[config.mk]
export PLATFORM = sky130hd
export DESIGN_NAME = tree_build_and_id_assign_node_unit
export DESIGN_NICKNAME = d
export VERILOG_FILES = /design/src/hw/rtl/tbaid_pkg.sv /design/src/hw/rtl/tbaid_emit.sv /design/src/hw/rtl/tree_build_and_id_assign_node_unit.sv
export SDC_FILE = /design/constraint.sdc
export NUM_CORES = 1
export LEC_CHECK = 0
export ABC_AREA = 1
export BUFFER_PORTS_ARGS = -buffer_cell sky130_fd_sc_hd__buf_2
export CORE_ASPECT_RATIO = 0.7
export CORE_UTILIZATION = 60
export CTS_CLUSTER_DIAMETER = 200
export DETAILED_ROUTE_END_ITERATION = 7
export GPL_TIMING_DRIVEN = 1
export HOLD_SLACK_MARGIN = 0.08
export PLACE_DENSITY_LB_ADDON = 0.15
export SYNTH_ARGS = -nofsm -noshare
export SYNTH_HDL_FRONTEND = slang
export SYNTH_HIERARCHICAL = 1
export SYNTH_SLANG_ARGS = --single-unit
export TNS_END_PERCENT = 10
[constraint.sdc]
create_clock -name clk -period 6.7 [get_ports clk]
set_input_delay 2.01 -clock clk [delete_from_list [all_inputs] [get_ports clk]]
set_output_delay 2.01 -clock clk [all_outputs]
set_load 0.02 [all_outputs]
[src/hw/rtl/tbaid_pkg.sv]
// ----------------------------------------------------------------------------
// tbaid_pkg
// Shared types and codes for the spanning-tree build and ID assignment node:
// message payloads, opcode and result kind codes, configuration indexes.
// ----------------------------------------------------------------------------
package tbaid_pkg;

  localparam int VAL_W   = 11;
  localparam int PORT_W  = 3;
  localparam int CODE_W  = 3;
  localparam int CFG_W   = 6;
  localparam int CFG_IDX_W = 1;

  // Incoming message opcodes
  localparam logic [CODE_W-1:0] OP_START   = 3'd0;
  localparam logic [CODE_W-1:0] OP_EXPLORE = 3'd1;
  localparam logic [CODE_W-1:0] OP_CONFIRM = 3'd2;
  localparam logic [CODE_W-1:0] OP_REJECT  = 3'd3;
  localparam logic [CODE_W-1:0] OP_REPORT  = 3'd4;
  localparam logic [CODE_W-1:0] OP_ASSIGN  = 3'd5;

  // Outgoing message kinds
  localparam logic [CODE_W-1:0] KIND_EXPLORE = 3'd0;
  localparam logic [CODE_W-1:0] KIND_CONFIRM = 3'd1;
  localparam logic [CODE_W-1:0] KIND_REJECT  = 3'd2;
  localparam logic [CODE_W-1:0] KIND_REPORT  = 3'd3;
  localparam logic [CODE_W-1:0] KIND_ASSIGN  = 3'd4;
  localparam logic [CODE_W-1:0] KIND_OWN_ID  = 3'd5;

  // Configuration register indexes
  localparam logic [CFG_IDX_W-1:0] REG_IS_LEADER = 1'd0;
  localparam logic [CFG_IDX_W-1:0] REG_CONNECTED = 1'd1;

  typedef struct packed {
    logic [CODE_W-1:0] opcode;
    logic [PORT_W-1:0] port;
    logic [VAL_W-1:0]  value;
  } req_t;

  typedef struct packed {
    logic [CODE_W-1:0] kind;
    logic [PORT_W-1:0] out_port;
    logic [VAL_W-1:0]  out_value;
    logic              last;
  } rsp_t;

  // Sequencer to emitter control
  typedef struct packed {
    logic push;
    logic flush;
  } emit_ctl_t;

endpackage

[src/hw/rtl/tbaid_emit.sv]
// ----------------------------------------------------------------------------
// tbaid_emit
// Result emitter: holds the newest message back by one so that the final
// message of an item can be marked last, and drives the output register.
// ----------------------------------------------------------------------------
module tbaid_emit
  import tbaid_pkg::*;
(
  input  logic      clk,
  input  logic      rst,
  input  emit_ctl_t ctl,
  input  rsp_t      item,
  output logic      ready,
  output logic      rsp_valid,
  input  logic      rsp_stall,
  output rsp_t      rsp
);

  logic hold_valid;
  rsp_t hold;
  logic out_free;
  logic load_out;

  // Output register can take a new message when empty or transferring
  assign out_free = !rsp_valid || !rsp_stall;
  assign ready    = !hold_valid || out_free;
  assign load_out = hold_valid && out_free && (ctl.push || ctl.flush);

  // Control state
  always_ff @(posedge clk) begin
    if (rst) begin
      hold_valid <= 1'b0;
      rsp_valid  <= 1'b0;
    end else begin
      if (load_out) begin
        rsp_valid <= 1'b1;
      end else if (!rsp_stall) begin
        rsp_valid <= 1'b0;
      end
      if (ctl.push && ready) begin
        hold_valid <= 1'b1;
      end else if (ctl.flush && ready) begin
        hold_valid <= 1'b0;
      end
    end
  end

  // Payload: advance the held message, mark last on flush
  always_ff @(posedge clk) begin
    if (load_out) begin
      rsp <= '{kind: hold.kind, out_port: hold.out_port, out_value: hold.out_value,
               last: ctl.flush};
    end
    if (ctl.push && ready) begin
      hold <= item;
    end
  end

endmodule

[src/hw/rtl/tree_build_and_id_assign_node_unit.sv]
// ----------------------------------------------------------------------------
// tree_build_and_id_assign_node_unit
// Per-node engine of an echo spanning-tree build with subtree-size reporting
// and consecutive ID assignment.
// ----------------------------------------------------------------------------
// One message is taken at a time; req_stall stays high until every message it
// causes has been handed to the output register. A small sequencer walks the
// ports one per cycle while the emitter can take messages, sending explores
// over the pending ports and, at the root or on an assign, one ID range per
// child, with a single saturating adder shared for subtree sizes and ID ranges.
// An item passes through the execute step, then as needed the explore scan,
// the completion check, the own-ID step and the assign scan, and ends in the
// done step; the output side can hold any step that sends a message, and done.
// The user must write configuration through cfg_we/cfg_index/cfg_data only
// while the node is idle; the block itself does not enforce this.
// ----------------------------------------------------------------------------
module tree_build_and_id_assign_node_unit
  import tbaid_pkg::*;
#(
  parameter int PORTS     = 6,
  parameter int MAX_NODES = 1024
) (
  input  logic                 clk,
  input  logic                 rst,
  input  logic                 req_valid,
  output logic                 req_stall,
  input  req_t                 req,
  output logic                 rsp_valid,
  input  logic                 rsp_stall,
  output rsp_t                 rsp,
  input  logic                 cfg_we,
  input  logic [CFG_IDX_W-1:0] cfg_index,
  input  logic [CFG_W-1:0]     cfg_data
);

  localparam int SW = $clog2(MAX_NODES + 1);
  localparam int AW = ((SW > VAL_W) ? SW : VAL_W) + 1;
  localparam int IW = (PORTS > 1) ? $clog2(PORTS) : 1;
  localparam logic [IW-1:0] LAST_IDX = IW'(PORTS - 1);

  typedef enum logic [6:0] {
    S_IDLE  = 7'b0000001,
    S_EXEC  = 7'b0000010,
    S_EXPL  = 7'b0000100,
    S_CHECK = 7'b0001000,
    S_OWNID = 7'b0010000,
    S_ASGN  = 7'b0100000,
    S_DONE  = 7'b1000000
  } state_t;

  function automatic logic [SW-1:0] sat(input logic [AW-1:0] x);
    return (x > AW'(MAX_NODES)) ? SW'(MAX_NODES) : SW'(x);
  endfunction

  state_t            state;
  logic              is_leader;
  logic [CFG_W-1:0]  connected_ports;
  logic              discovered;
  logic [PORT_W-1:0] parent_port;
  logic [PORTS-1:0]  pending_ports;
  logic [PORTS-1:0]  child_ports;
  logic [PORTS-1:0]  reported_ports;
  logic [SW-1:0]     child_sizes [PORTS];
  logic [SW-1:0]     own_subtree_size;
  logic              size_sent;

  logic [CODE_W-1:0] op;
  logic [PORT_W-1:0] port;
  logic [SW-1:0]     val;
  logic [SW-1:0]     acc;
  logic [IW-1:0]     cnt;

  logic              accept;
  logic              port_ok;
  logic [PORTS-1:0]  port_bit;
  logic [PORTS-1:0]  pend_clr;
  logic [IW-1:0]     pidx;
  logic              done_ok;
  logic [SW-1:0]     opa;
  logic [SW-1:0]     opb;
  logic [SW-1:0]     sum_sat;
  logic              push;
  logic              step;
  logic              emit_ready;
  rsp_t              item;
  emit_ctl_t         ctl;

  assign req_stall = (state != S_IDLE);
  assign accept    = req_valid && !req_stall;

  assign port_ok  = ({1'b0, port} < 4'(PORTS));
  assign port_bit = PORTS'(1) << port;
  assign pend_clr = pending_ports & ~port_bit;
  assign pidx     = IW'(port);
  assign done_ok  = !size_sent && discovered && (pending_ports == '0) &&
                    ((child_ports & ~reported_ports) == '0);

  // Shared saturating adder: subtree size, own id step, id ranges
  assign opa     = (state == S_EXEC) ? own_subtree_size : acc;
  assign opb     = (state == S_EXEC) ? val :
                   (state == S_OWNID) ? SW'(1) : child_sizes[cnt];
  assign sum_sat = sat(AW'(opa) + AW'(opb));

  // Message produced in the current sequencer step
  always_comb begin
    push = 1'b0;
    item = '{kind: KIND_EXPLORE, out_port: '0, out_value: '0, last: 1'b0};
    unique case (state)
      S_EXEC: begin
        if (op == OP_EXPLORE && port_ok) begin
          push          = 1'b1;
          item.kind     = (discovered || is_leader) ? KIND_REJECT : KIND_CONFIRM;
          item.out_port = port;
        end
      end
      S_EXPL: begin
        if (pending_ports[cnt]) begin
          push          = 1'b1;
          item.out_port = PORT_W'(cnt);
        end
      end
      S_CHECK: begin
        if (done_ok && !is_leader) begin
          push           = 1'b1;
          item.kind      = KIND_REPORT;
          item.out_port  = parent_port;
          item.out_value = VAL_W'(own_subtree_size);
        end
      end
      S_OWNID: begin
        push           = 1'b1;
        item.kind      = KIND_OWN_ID;
        item.out_value = VAL_W'(acc);
      end
      S_ASGN: begin
        if (child_ports[cnt]) begin
          push           = 1'b1;
          item.kind      = KIND_ASSIGN;
          item.out_port  = PORT_W'(cnt);
          item.out_value = VAL_W'(acc);
        end
      end
      default: ;
    endcase
  end

  assign step      = !push || emit_ready;
  assign ctl.push  = push && emit_ready;
  assign ctl.flush = (state == S_DONE);

  tbaid_emit u_emit (
    .clk       (clk),
    .rst       (rst),
    .ctl       (ctl),
    .item      (item),
    .ready     (emit_ready),
    .rsp_valid (rsp_valid),
    .rsp_stall (rsp_stall),
    .rsp       (rsp)
  );

  // Configuration registers
  always_ff @(posedge clk) begin
    if (rst) begin
      is_leader       <= 1'b0;
      connected_ports <= '0;
    end else if (cfg_we) begin
      unique case (cfg_index)
        REG_IS_LEADER: is_leader       <= cfg_data[0];
        REG_CONNECTED: connected_ports <= cfg_data;
        default: ;
      endcase
    end
  end

  // Sequencer and node state
  always_ff @(posedge clk) begin
    if (rst) begin
      state            <= S_IDLE;
      discovered       <= 1'b0;
      parent_port      <= '0;
      pending_ports    <= '0;
      child_ports      <= '0;
      reported_ports   <= '0;
      own_subtree_size <= SW'(1);
      size_sent        <= 1'b0;
      for (int i = 0; i < PORTS; i++) begin
        child_sizes[i] <= '0;
      end
    end else begin
      unique case (state)
        S_IDLE: begin
          if (accept) begin
            state <= S_EXEC;
          end
        end
        S_EXEC: begin
          if (step) begin
            if (op == OP_START) begin
              if (!discovered) begin
                pending_ports <= PORTS'(connected_ports);
              end
              if (!discovered && is_leader) begin
                discovered <= 1'b1;
                state      <= S_EXPL;
              end else begin
                state <= S_DONE;
              end
            end else if (!port_ok) begin
              state <= S_DONE;
            end else begin
              unique case (op)
                OP_EXPLORE: begin
                  if (discovered || is_leader) begin
                    state <= S_DONE;
                  end else begin
                    discovered    <= 1'b1;
                    parent_port   <= port;
                    pending_ports <= pend_clr;
                    state         <= (pend_clr == '0) ? S_CHECK : S_EXPL;
                  end
                end
                OP_CONFIRM: begin
                  pending_ports     <= pend_clr;
                  child_ports       <= child_ports | port_bit;
                  reported_ports    <= reported_ports & ~port_bit;
                  child_sizes[pidx] <= '0;
                  state             <= S_CHECK;
                end
                OP_REJECT: begin
                  pending_ports <= pend_clr;
                  state         <= S_CHECK;
                end
                OP_REPORT: begin
                  if ((child_ports & port_bit) != '0 &&
                      (reported_ports & port_bit) == '0) begin
                    reported_ports    <= reported_ports | port_bit;
                    child_sizes[pidx] <= val;
                    own_subtree_size  <= sum_sat;
                  end
                  state <= S_CHECK;
                end
                OP_ASSIGN: state <= S_OWNID;
                default:   state <= S_DONE;
              endcase
            end
          end
        end
        S_EXPL: begin
          if (step && cnt == LAST_IDX) begin
            state <= S_CHECK;
          end
        end
        S_CHECK: begin
          if (step) begin
            if (done_ok) begin
              size_sent <= 1'b1;
              state     <= is_leader ? S_OWNID : S_DONE;
            end else begin
              state <= S_DONE;
            end
          end
        end
        S_OWNID: begin
          if (step) begin
            state <= S_ASGN;
          end
        end
        S_ASGN: begin
          if (step && cnt == LAST_IDX) begin
            state <= S_DONE;
          end
        end
        S_DONE: begin
          if (emit_ready) begin
            state <= S_IDLE;
          end
        end
        default: state <= S_IDLE;
      endcase
    end
  end

  // Item registers, scan pointer and id accumulator
  always_ff @(posedge clk) begin
    unique case (state)
      S_IDLE: begin
        if (accept) begin
          op   <= req.opcode;
          port <= req.port;
          val  <= sat(AW'(req.value));
        end
      end
      S_EXEC: begin
        if (step) begin
          cnt <= '0;
          acc <= val;
        end
      end
      S_CHECK: begin
        acc <= '0;
      end
      S_OWNID: begin
        if (step) begin
          acc <= sum_sat;
          cnt <= '0;
        end
      end
      S_EXPL: begin
        if (step) begin
          cnt <= cnt + IW'(1);
        end
      end
      S_ASGN: begin
        if (step) begin
          cnt <= cnt + IW'(1);
          if (child_ports[cnt]) begin
            acc <= sum_sat;
          end
        end
      end
      default: ;
    endcase
  end

  // Size report happens once and only after discovery; reports only from children; parent stays fixed
  a_size_sent_sticky: assert property (@(posedge clk) disable iff (rst)
    !$fell(size_sent))
    else $error("size_sent cleared outside reset");

  a_sent_needs_discovery: assert property (@(posedge clk) disable iff (rst)
    size_sent |-> discovered)
    else $error("size sent by an undiscovered node");

  a_reported_are_children: assert property (@(posedge clk) disable iff (rst)
    (reported_ports & ~child_ports) == '0)
    else $error("report recorded for a port that is not a child");

  a_parent_fixed: assert property (@(posedge clk) disable iff (rst)
    discovered && $past(discovered) |-> $stable(parent_port))
    else $error("parent port changed after discovery");

endmodule
== After elaboration in Yosys (flattened, before gate mapping) ==
Memory sizes are Yosys's and may differ from the RTL's. A register that Yosys moved wholly into a read port is not among the register bits.
Index checks and enable logic that the tools add are counted.
W data, S select, Z words.
Cells by class
  shift operators: 1
  divide/modulo/power cells: 0
  equality and inequality tests: 31
  add/sub/neg operators: 2
  multipliers: 0
  reductions and logical operators: 58
  bitwise logic cells: 13
  mux-type cells: 83
  $lt $le $gt $ge: 4
Operators by type and width (number)
  $mux W11: 10
  $mux W7: 13
  $pmux W7 S7: 1
  $pmux W11 S4: 1
  $mux W1: 33
  $pmux W11 S3: 1
  $and A6 B6 Y6: 5
  $mux W6: 5
  $reduce_and A6 Y1: 5
  $logic_not A6 Y1: 4
  $pmux W3 S4: 2
  $pmux W6 S2: 2
  $ne A2 B2 Y1 const B: 11
  $pmux W7 S3: 1
  $mux W17: 1
  $mux W16: 1
  $mux W3: 5
  $logic_and A1 B1 Y1: 14
  $add A11 B11 Y12: 1
  $gt A12 B11 Y1 const B: 1
  $not A6 Y6: 2
  $or A6 B6 Y6: 2
  $gt A11 B11 Y1 const B: 1
  $reduce_or A11 Y1: 1
  other kinds (38): 69
Storage, ports and cells
  output and inout port bits: 20
  latch bits: 0
  bits in read-only memories: 0
  memories: 1
  register bits: 116
  bits in writable memories: 66
  logic and storage cells: 217
  input bits: 29
Memories
  child_sizes: depth 6, bits a word 11, rd ports 1, clocked after memory_dff 1, wr ports 6, line tree_build_and_id_assign_node_unit.sv:63  | logic [SW-1:0] child_sizes [PORTS];

== Depth between registers and ports, before layout ==
Gate-level depths: netlist of the first run.
  depth in word-level cells: 16
  gate-level depth with buffers: 25
  mapped depth without buffers: 24

== Modules after synthesis ==
The synthesis of the first run kept the hierarchy.
Modules (own cells, without submodules)
  tree_build_and_id_assign_node_unit: cells an instance 1011, area an instance 8620.8 sq um, sequential area each 4594.4 sq um, times used 1
  tbaid_emit: cells an instance 52, area an instance 1151.1 sq um, sequential area each 1091.0 sq um, times used 1

== Least setup slack after synthesis of the first run ==
OpenSTA, ideal clock, no wires.
  path type: input -> register
  start: input port rsp_stall
  end: register u_emit/rsp[0] (netlist name)
  stages on the path: 7
  required time: 6.301 ns
  buffers on the path: 0
  arrival: 3.501 ns
  setup time: 0.399 ns
  slack: 2.800 ns
  cell sequence: nand2_1 -> nor2_1 -> inv_1 -> inv_1 -> a21oi_1 -> o21ai_0 -> a21oi_1
RTL lines
  start: declaration: line tree_build_and_id_assign_node_unit.sv:29  | input logic rsp_stall,

== Worst setup path after layout of the first run ==
  start: register state[4]
  end: register acc[2], data pin
Between the ends
  cells in the longest elaborated chain, start to end: 9
  elaborated cells between the ends (all ways): 14
  classes of those cells: 1 x add/sub; 1 x order compare; 4 x eq/ne; 8 x mux
RTL lines
  start: declaration: line tree_build_and_id_assign_node_unit.sv:55  | state_t state;
  start signal: assignment: line tree_build_and_id_assign_node_unit.sv:220  | state <= (pend_clr == '0) ? S_CHECK : S_EXPL;
  start signal: assignment: line tree_build_and_id_assign_node_unit.sv:258  | state <= is_leader ? S_OWNID : S_DONE;
  $eq A7 B5 Y1: line tree_build_and_id_assign_node_unit.sv:101, tree_build_and_id_assign_node_unit.sv:286
  $mux W11: line tree_build_and_id_assign_node_unit.sv:101  | (state == S_OWNID) ? SW'(1) : child_sizes[cnt];
  $mux W11: line tree_build_and_id_assign_node_unit.sv:100  | assign opb = (state == S_EXEC) ? val :
  $add A11 B11 Y12: line tree_build_and_id_assign_node_unit.sv:102  | assign sum_sat = sat(AW'(opa) + AW'(opb));
  $gt A12 B11 Y1: line tree_build_and_id_assign_node_unit.sv:52  | return (x > AW'(MAX_NODES)) ? SW'(MAX_NODES) : SW'(x);
  $mux W11: line tree_build_and_id_assign_node_unit.sv:52
  $mux W11: line tree_build_and_id_assign_node_unit.sv:317  | if (child_ports[cnt]) begin
  $mux W11: line tree_build_and_id_assign_node_unit.sv:315  | if (step) begin
  $pmux W11 S4 *: line tree_build_and_id_assign_node_unit.sv:286  | unique case (state)
  end signal: assignment: line tree_build_and_id_assign_node_unit.sv:297  | acc <= val;
  end signal: assignment: line tree_build_and_id_assign_node_unit.sv:305  | acc <= sum_sat;
  end signal: assignment: line tree_build_and_id_assign_node_unit.sv:318  | acc <= sum_sat;
  end: declaration: line tree_build_and_id_assign_node_unit.sv:70  | logic [SW-1:0] acc;
Mark *: on every way between the ends. The rest lies on a longest branch, timed or not. The select of a mux whose other input is x is not followed.
A chain may end at the register's enable or synchronous reset.

==> results.py, run 1 <==
metrics = {
    "status": {
        "status": "complete, no violations",
    },
    "yosys": {
        "ys_async_sr_fraction": 0,
        "syn_inst": 1063,
        "synth_edf_count": 154,
        "yosys.cell_types.count": 46,
        "synthesis.area_sq_mm": 0.00977,
        "ys.warnings.count": 6,
        "synth.avg_cell_area_sq_um": 9.19,
        "ys.flop_type": "edfxtp_1",
        "synth_top_area_cell": "edfxtp_1",
        "synthTopCellsByArea": "edfxtp_1, dfxtp_1, nand2_1, nor2_1, o21ai_0",
        "synth_seq_cells": 207,
        "netlist.area_leader.share": 0.473,
        "seq_area_frac_synth": 0.582,
    },
    "global_routing": {
        "grt_overflow": 0,
        "grtUsageTotal": 0.290,
        "antenna_found_initial": 0,
        "grt_start_max_net_pins": 46,
        "gr-usage-met2": 0.409,
        "busiest_layer": "met1",
        "met3_usage": 0.0668,
        "grt_pass1_wl_microns": 37400,
        "grt_pass1_vias": 7068,
        "grt_use_met1": 0.446,
    },
    "clock_network": {
        "numCtsBuffers": 20,
        "hold_buffers": 0,
        "clock-sinks": 207,
        "clk_latency_ns": 0.50,
        "post_cts_buffers": 0,
        "cts_tree": "built",
        "clk_pin_slew_ns": 0.06,
        "ctsHtreeMaxLevel": 1,
        "cts_resized": 0,
        "clock-root-buffer": "clkbuf_16",
        "clk_path_buf_depth": 3,
    },
    "floorplan": {
        "die_area_sq_mm": 0.0168,
        "pin_count": 49,
        "die_x_microns": 155,
        "start_util": 0.623,
        "die_h_microns": 109,
        "num_rows": 38,
        "core_area_sq_mm": 0.0157,
    },
    "power_and_ir_drop": {
        "internal_power_w": 0.00263,
        "power_w": 0.00439,
        "power.density_mw_per_mm2": 407,
        "seq_power_share": 0.375,
        "pwr-share-clk": 0.236,
        "vdd_drop_max_mv": 0.187,
        "switchingPower_w": 0.00176,
        "leakage_nw": 4.31,
        "combPwrFrac": 0.389,
        "swShare": 0.400,
    },
    "worst_setup_path": {
        "worstPathRequired_ns": 7.01,
        "end_kind": "flip-flop",
        "worst-path-max-fanout": 29,
        "worst_path_max_delay_cell": "inv_1",
        "arrival_ns": 4.91,
        "critPathKind": "reg -> reg",
        "cp_num_buf_inv": 2,
        "critPathLaunchType": "flip-flop",
        "max_stage_delay_ns": 0.61,
        "crit_family": "simple AND/OR/NAND/NOR gates",
        "cp_cell_sequence": "nor2_2 > nand2_2 > nor2_2 > inv_1 > o22ai_1 > inv_1 > ha_1 > fa_1 > nand3_1 > nand2_1 > nand4_1 > nand3_1 > nand2_1 > nand3_1 > nand2_1 > nand2_1 > nor2_1 > nand2_1 > nand2_1 > nand2_1 > o22ai_1",
        "cp_common_cell": "nand2_1",
    },
    "cells_and_area": {
        "drive_gt1_frac": 0.0972,
        "final_common_cell": "nand2_1",
        "fillers": 1231,
        "fin_util": 0.688,
        "fin_area_sq_mm": 0.0108,
        "mostFrequentLayoutCells": "nand2_1, nor2_1, edfxtp_1, inv_1, o21ai_0",
        "fin_nets": 1161,
        "syn2layout_area_growth_pct": 10.4,
        "num_antenna_cells": 0,
    },
    "timing": {
        "maxSlewViolCount": 0,
        "tns_ns": 0,
        "max_slew.worst_pin.slew_ns": 1.09,
        "setup_violations": 0,
        "min_period_ns": 4.60,
        "hold_viol": 0,
        "fmax_ghz": 0.217,
        "rsz0062_at_grt": "false",
        "finClkSkew_ns": 0.0193,
        "fin_crit_sh": 0.686,
        "timing.final.ws_setup_ns": 2.10,
        "slew_headroom": 0.270,
    },
    "drt": {
        "firstDrtPassIters": 8,
        "detail_route.iter0.violations": 868,
        "drc": 0,
        "drt-total-wl_microns": 23700,
        "antenna_left": 0,
        "post_drt_via_cell_ratio": 5.87,
        "wire_per_inst_microns": 17.8,
        "num_vias": 7816,
    },
    "min_path": {
        "min_path_type": "reg -> reg",
    },
    "place": {
        "portBuffers": 48,
        "gp_congestion": 0.934,
        "dpl_worst_slack_ns": 2.17,
        "placed_area_sq_mm": 0.0102,
        "post-dp-hpwl_microns": 16600,
    },
    "run": {
        "maxCapViolations": 0,
    },
}
-- state kept, by name (all words and copies together) (netlist names), 6 cells and up, named ones only --
name	flops
u_emit/hold	17
own_subtree_size	11
val	11
child_ports	6
pending_ports	6
acc	11
child_sizes	88
state	7
connected_ports	6
u_emit/rsp	18
-- cells by family (layout without fill, tap and decap cells) --
group | after synthesis | count (layout) | share of synthesized area
buf+inv | 168 | 216 | 0.0670
flops | 207 | 207 | 0.582
xor+xnor | 8 | 8 | 0.00717
simple gates | 425 | 425 | 0.183
fa+ha+maj | 14 | 14 | 0.0187
other cells | 1 | 22 | 0.000384
compound gates | 240 | 240 | 0.142
-- through the flow --
stage	cells	hold slack, ns
after floorplan	1084	0.400
after global placement	1296	0.402
after detailed placement	1296	0.407
after CTS	1332	0.417
after global routing	1332	0.424
final	1332	0.416
-- power groups by stage --
stage / combinational, W / sequential (W) / clock (W)
after CTS: 0.00167 / 0.00164 / 0.00104
after floorplan: 0.00124 / 0.00162 / 0
after detailed placement: 0.00165 / 0.00167 / 0
after global routing: 0.00189 / 0.00166 / 0.00109
final: 0.00171 / 0.00165 / 0.00104
after global placement: 0.00163 / 0.00166 / 0
-- routing by layer --
metal | routed length [microns] | vias to the layer above
met2 | 9500 | 437
met1 | 10800 | 3633
li1 | - | 3702
met3 | 2730 | 44
met5 | 0 | -
met4 | 622 | 0
-- cell usage after synthesis, types with 2 or more instances --
cell type,instances
o21bai_1,3
inv_2,4
nand3_1,32
a21oi_1,57
nor4_1,3
xnor2_1,3
nand4_1,7
xor2_1,5
nor4_4,2
nand2_2,3
nand2_1,177
edfxtp_1,154
nor2_1,170
clkbuf_1,33
buf_4,3
ha_1,13
buf_2,4
clkinv_1,2
o211ai_1,14
a211oi_1,7
nor2_2,16
dfxtp_1,53
o221ai_1,13
nor3_1,10
inv_1,121
o21ai_0,112
o22ai_1,23
-- worst reg2reg max path, cell delays in order, from the launching register on --
cell	delay (ns)
dfxtp_1	0.38
nor2_2	0.14
nand2_2	0.10
nor2_2	0.59
inv_1	0.62
o22ai_1	0.35
inv_1	0.08
ha_1	0.26
fa_1	0.44
nand3_1	0.10
nand2_1	0.09
nand4_1	0.09
nand3_1	0.13
nand2_1	0.11
nand3_1	0.09
nand2_1	0.09
nand2_1	0.05
nor2_1	0.10
nand2_1	0.05
nand2_1	0.26
nand2_1	0.15
o22ai_1	0.15
-- final cells by class --
cell class	count	area (sq um)	area share
Inverter	127	477	0.0442
Sequential cell	207	5690	0.527
Multi-Input combinational cell	709	3510	0.325
Clock buffer	25	541	0.0501
Tap cell	200	250	0.0232
Clock inverter	11	50.0	0.00464
Timing Repair Buffer	53	278	0.0257
-- worst paths after layout --
path | to | cells after the start | startpoint | slack, ns
setup reg to reg | acc[2] | 21 | state[4] | 2.10
hold reg to reg | u_emit/rsp[1] | 0 | u_emit/hold[1] | 0.42
setup / recovery | acc[2] | 21 | state[4] | 2.10
hold / removal | u_emit/rsp[1] | 0 | u_emit/hold[1] | 0.42
Note: power is estimated with default switching activity, not from simulation.
==> run 2: changes to the inputs <==
==> constraint.sdc (replaced) <==
create_clock -name clk -period 4.45 [get_ports clk]
set_input_delay 1.335 -clock clk [delete_from_list [all_inputs] [get_ports clk]]
set_output_delay 1.335 -clock clk [all_outputs]
set_load 0.02 [all_outputs]
==> results.py, run 2 (synthesized netlist as in run 1, its figures left out) <==
metrics = {
    "drt": {
        "firstDrtPassIters": 5,
        "drt-total-wl_microns": 24400,
        "antenna_left": 0,
        "wire_per_inst_microns": 18.1,
        "drc": 0,
        "detail_route.iter0.violations": 850,
        "num_vias": 7829,
        "post_drt_via_cell_ratio": 5.83,
    },
    "cells_and_area": {
        "syn2layout_area_growth_pct": 12.0,
        "mostFrequentLayoutCells": "nand2_1, nor2_1, edfxtp_1, inv_1, o21ai_0",
        "top_register": "child_sizes",
        "seqCellArea_sq_mm": 0.00569,
        "multi_input_area_sq_mm": 0.00352,
        "reg_top3": "child_sizes x88, u_emit/rsp x18, u_emit/hold x17",
        "fin_nets": 1173,
        "largest_reg_flops": 88,
        "num_antenna_cells": 0,
        "drive_gt1_frac": 0.111,
        "final_common_cell": "nand2_1",
        "fillers": 1228,
    },
    "clock_network": {
        "clock-sinks": 207,
        "ctsHtreeMaxLevel": 1,
        "clock-root-buffer": "clkbuf_16",
        "hold_buffers": 0,
        "post_cts_buffers": 0,
        "numCtsBuffers": 21,
        "clk_latency_ns": 0.49,
        "clk_path_buf_depth": 3,
        "clk_pin_slew_ns": 0.06,
        "cts_tree": "built",
    },
    "timing": {
        "finClkSkew_ns": 0.00936,
        "hold_viol": 0,
        "setup_violations": 0,
        "fmax_ghz": 0.246,
        "max_slew.worst_pin.slew_ns": 1.11,
        "fin_crit_sh": 0.913,
        "tns_ns": 0,
        "min_period_ns": 4.06,
        "slew_headroom": 0.258,
        "rsz0062_at_grt": "false",
        "maxSlewViolCount": 0,
    },
    "global_routing": {
        "grt_pass1_vias": 7146,
        "grt_pass1_wl_microns": 38600,
        "grtUsageTotal": 0.300,
        "antenna_found_initial": 0,
        "grt_start_max_net_pins": 45,
        "grt_overflow": 0,
    },
    "floorplan": {
        "start_util": 0.623,
        "core_area_sq_mm": 0.0157,
        "die_area_sq_mm": 0.0168,
        "die_x_microns": 155,
        "pin_count": 49,
        "die_h_microns": 109,
        "num_rows": 38,
    },
    "worst_setup_path": {
        "crit_start": "state[3]",
        "max_stage_delay_ns": 0.38,
        "ff2ff_path_depth": 18,
        "arrival_ns": 4.38,
        "worst-path-max-fanout": 18,
        "crit_family": "compound AO/OA/AOI/OAI gates",
        "critPathLaunchType": "flip-flop",
        "r2r-start": "state[3]",
        "cp_common_cell": "nand2_1",
        "cp_num_buf_inv": 2,
        "worst_path_max_delay_cell": "ha_1",
        "end_kind": "flip-flop",
        "critPathKind": "reg -> reg",
        "cp_num_cells": 18,
        "worstPathRequired_ns": 4.77,
        "cp_cell_sequence": "nor2_1 > nand2_1 > nor2_4 > inv_1 > buf_4 > o21ai_0 > ha_1 > a21oi_1 > o21ai_0 > a21oi_1 > o21ai_0 > a21oi_1 > nand2_1 > nor2_1 > nand2_1 > nand2_1 > nand2_1 > o22ai_1",
    },
    "min_path": {
        "hold_start": "u_emit/hold[3]",
        "worstHoldPathCells": 0,
        "min_path_type": "reg -> reg",
    },
    "power_and_ir_drop": {
        "power_w": 0.00692,
        "power.density_mw_per_mm2": 632,
        "vdd_drop_max_mv": 0.336,
        "leakage_nw": 4.40,
    },
    "run": {
        "maxCapViolations": 0,
    },
    "place": {
        "portBuffers": 48,
        "post-dp-hpwl_microns": 17300,
        "gp_congestion": 0.953,
    },
    "status": {
        "status": "complete, no violations",
    },
}
## run 2: path summary, 6_finish.rpt
check | slack (ns) | to
worst max-delay path | 0.39 | acc[4]
worst min-delay path | 0.42 | u_emit/rsp[3]
worst max register to register | 0.39 | acc[4]
worst min register to register | 0.42 | u_emit/rsp[3]
## run 2: worst register-to-register path: stages (launching register included)
cell	delay, ns
dfxtp_1	0.33
nor2_1	0.20
nand2_1	0.13
nor2_4	0.22
inv_1	0.22
buf_4	0.26
o21ai_0	0.36
ha_1	0.38
a21oi_1	0.20
o21ai_0	0.14
a21oi_1	0.25
o21ai_0	0.20
a21oi_1	0.21
nand2_1	0.07
nor2_1	0.10
nand2_1	0.05
nand2_1	0.26
nand2_1	0.14
o22ai_1	0.15
## run 2: routing by layer
layer  track usage  vias to the layer above  wire [microns]
met5             0                        -               0
met4        0.0700                        0             431
met3        0.0537                       42            2480
met2         0.442                      405           10300
met1         0.460                     3660           11100
li1              -                     3722               -
## run 2: per-stage QoR
step	util	setup slack (ns)	cells	hold slack, ns	area (sq um)
2_1_floorplan	-	1.02	1084	0.400	9850
3_3_place_gp	0.655	0.540	1307	0.403	10300
3_5_place_dp	0.655	0.439	1307	0.405	10300
4_1_cts	0.698	0.385	1343	0.417	10900
5_1_grt	0.698	0.0437	1343	0.429	10900
6_report	0.698	0.389	1343	0.416	10900
## run 2: what timing repair did
item | in CTS | in global routing
endpoints found under the setup margin | 0 | 14
endpoints found under the hold margin | 0 | 0
resized for setup | 0 | 1
## run 2: report_power, final
group / internal, W / switching (W) / leakage (nW)
clock network: 0.000993 / 0.000709 / 0.324
logic: 0.000829 / 0.00192 / 2.12
registers: 0.00232 / 0.000145 / 1.96
total: 0.00414 / 0.00277 / 4.40
## run 2: layout make-up
cell class / count / share of cell area
flip-flops and latches: 207 / 0.519
multi-input cells: 709 / 0.321
clock buffers: 23 / 0.0496
inverters: 127 / 0.0435
repair buffers: 64 / 0.0329
well taps: 200 / 0.0229
clock inverters: 13 / 0.0107
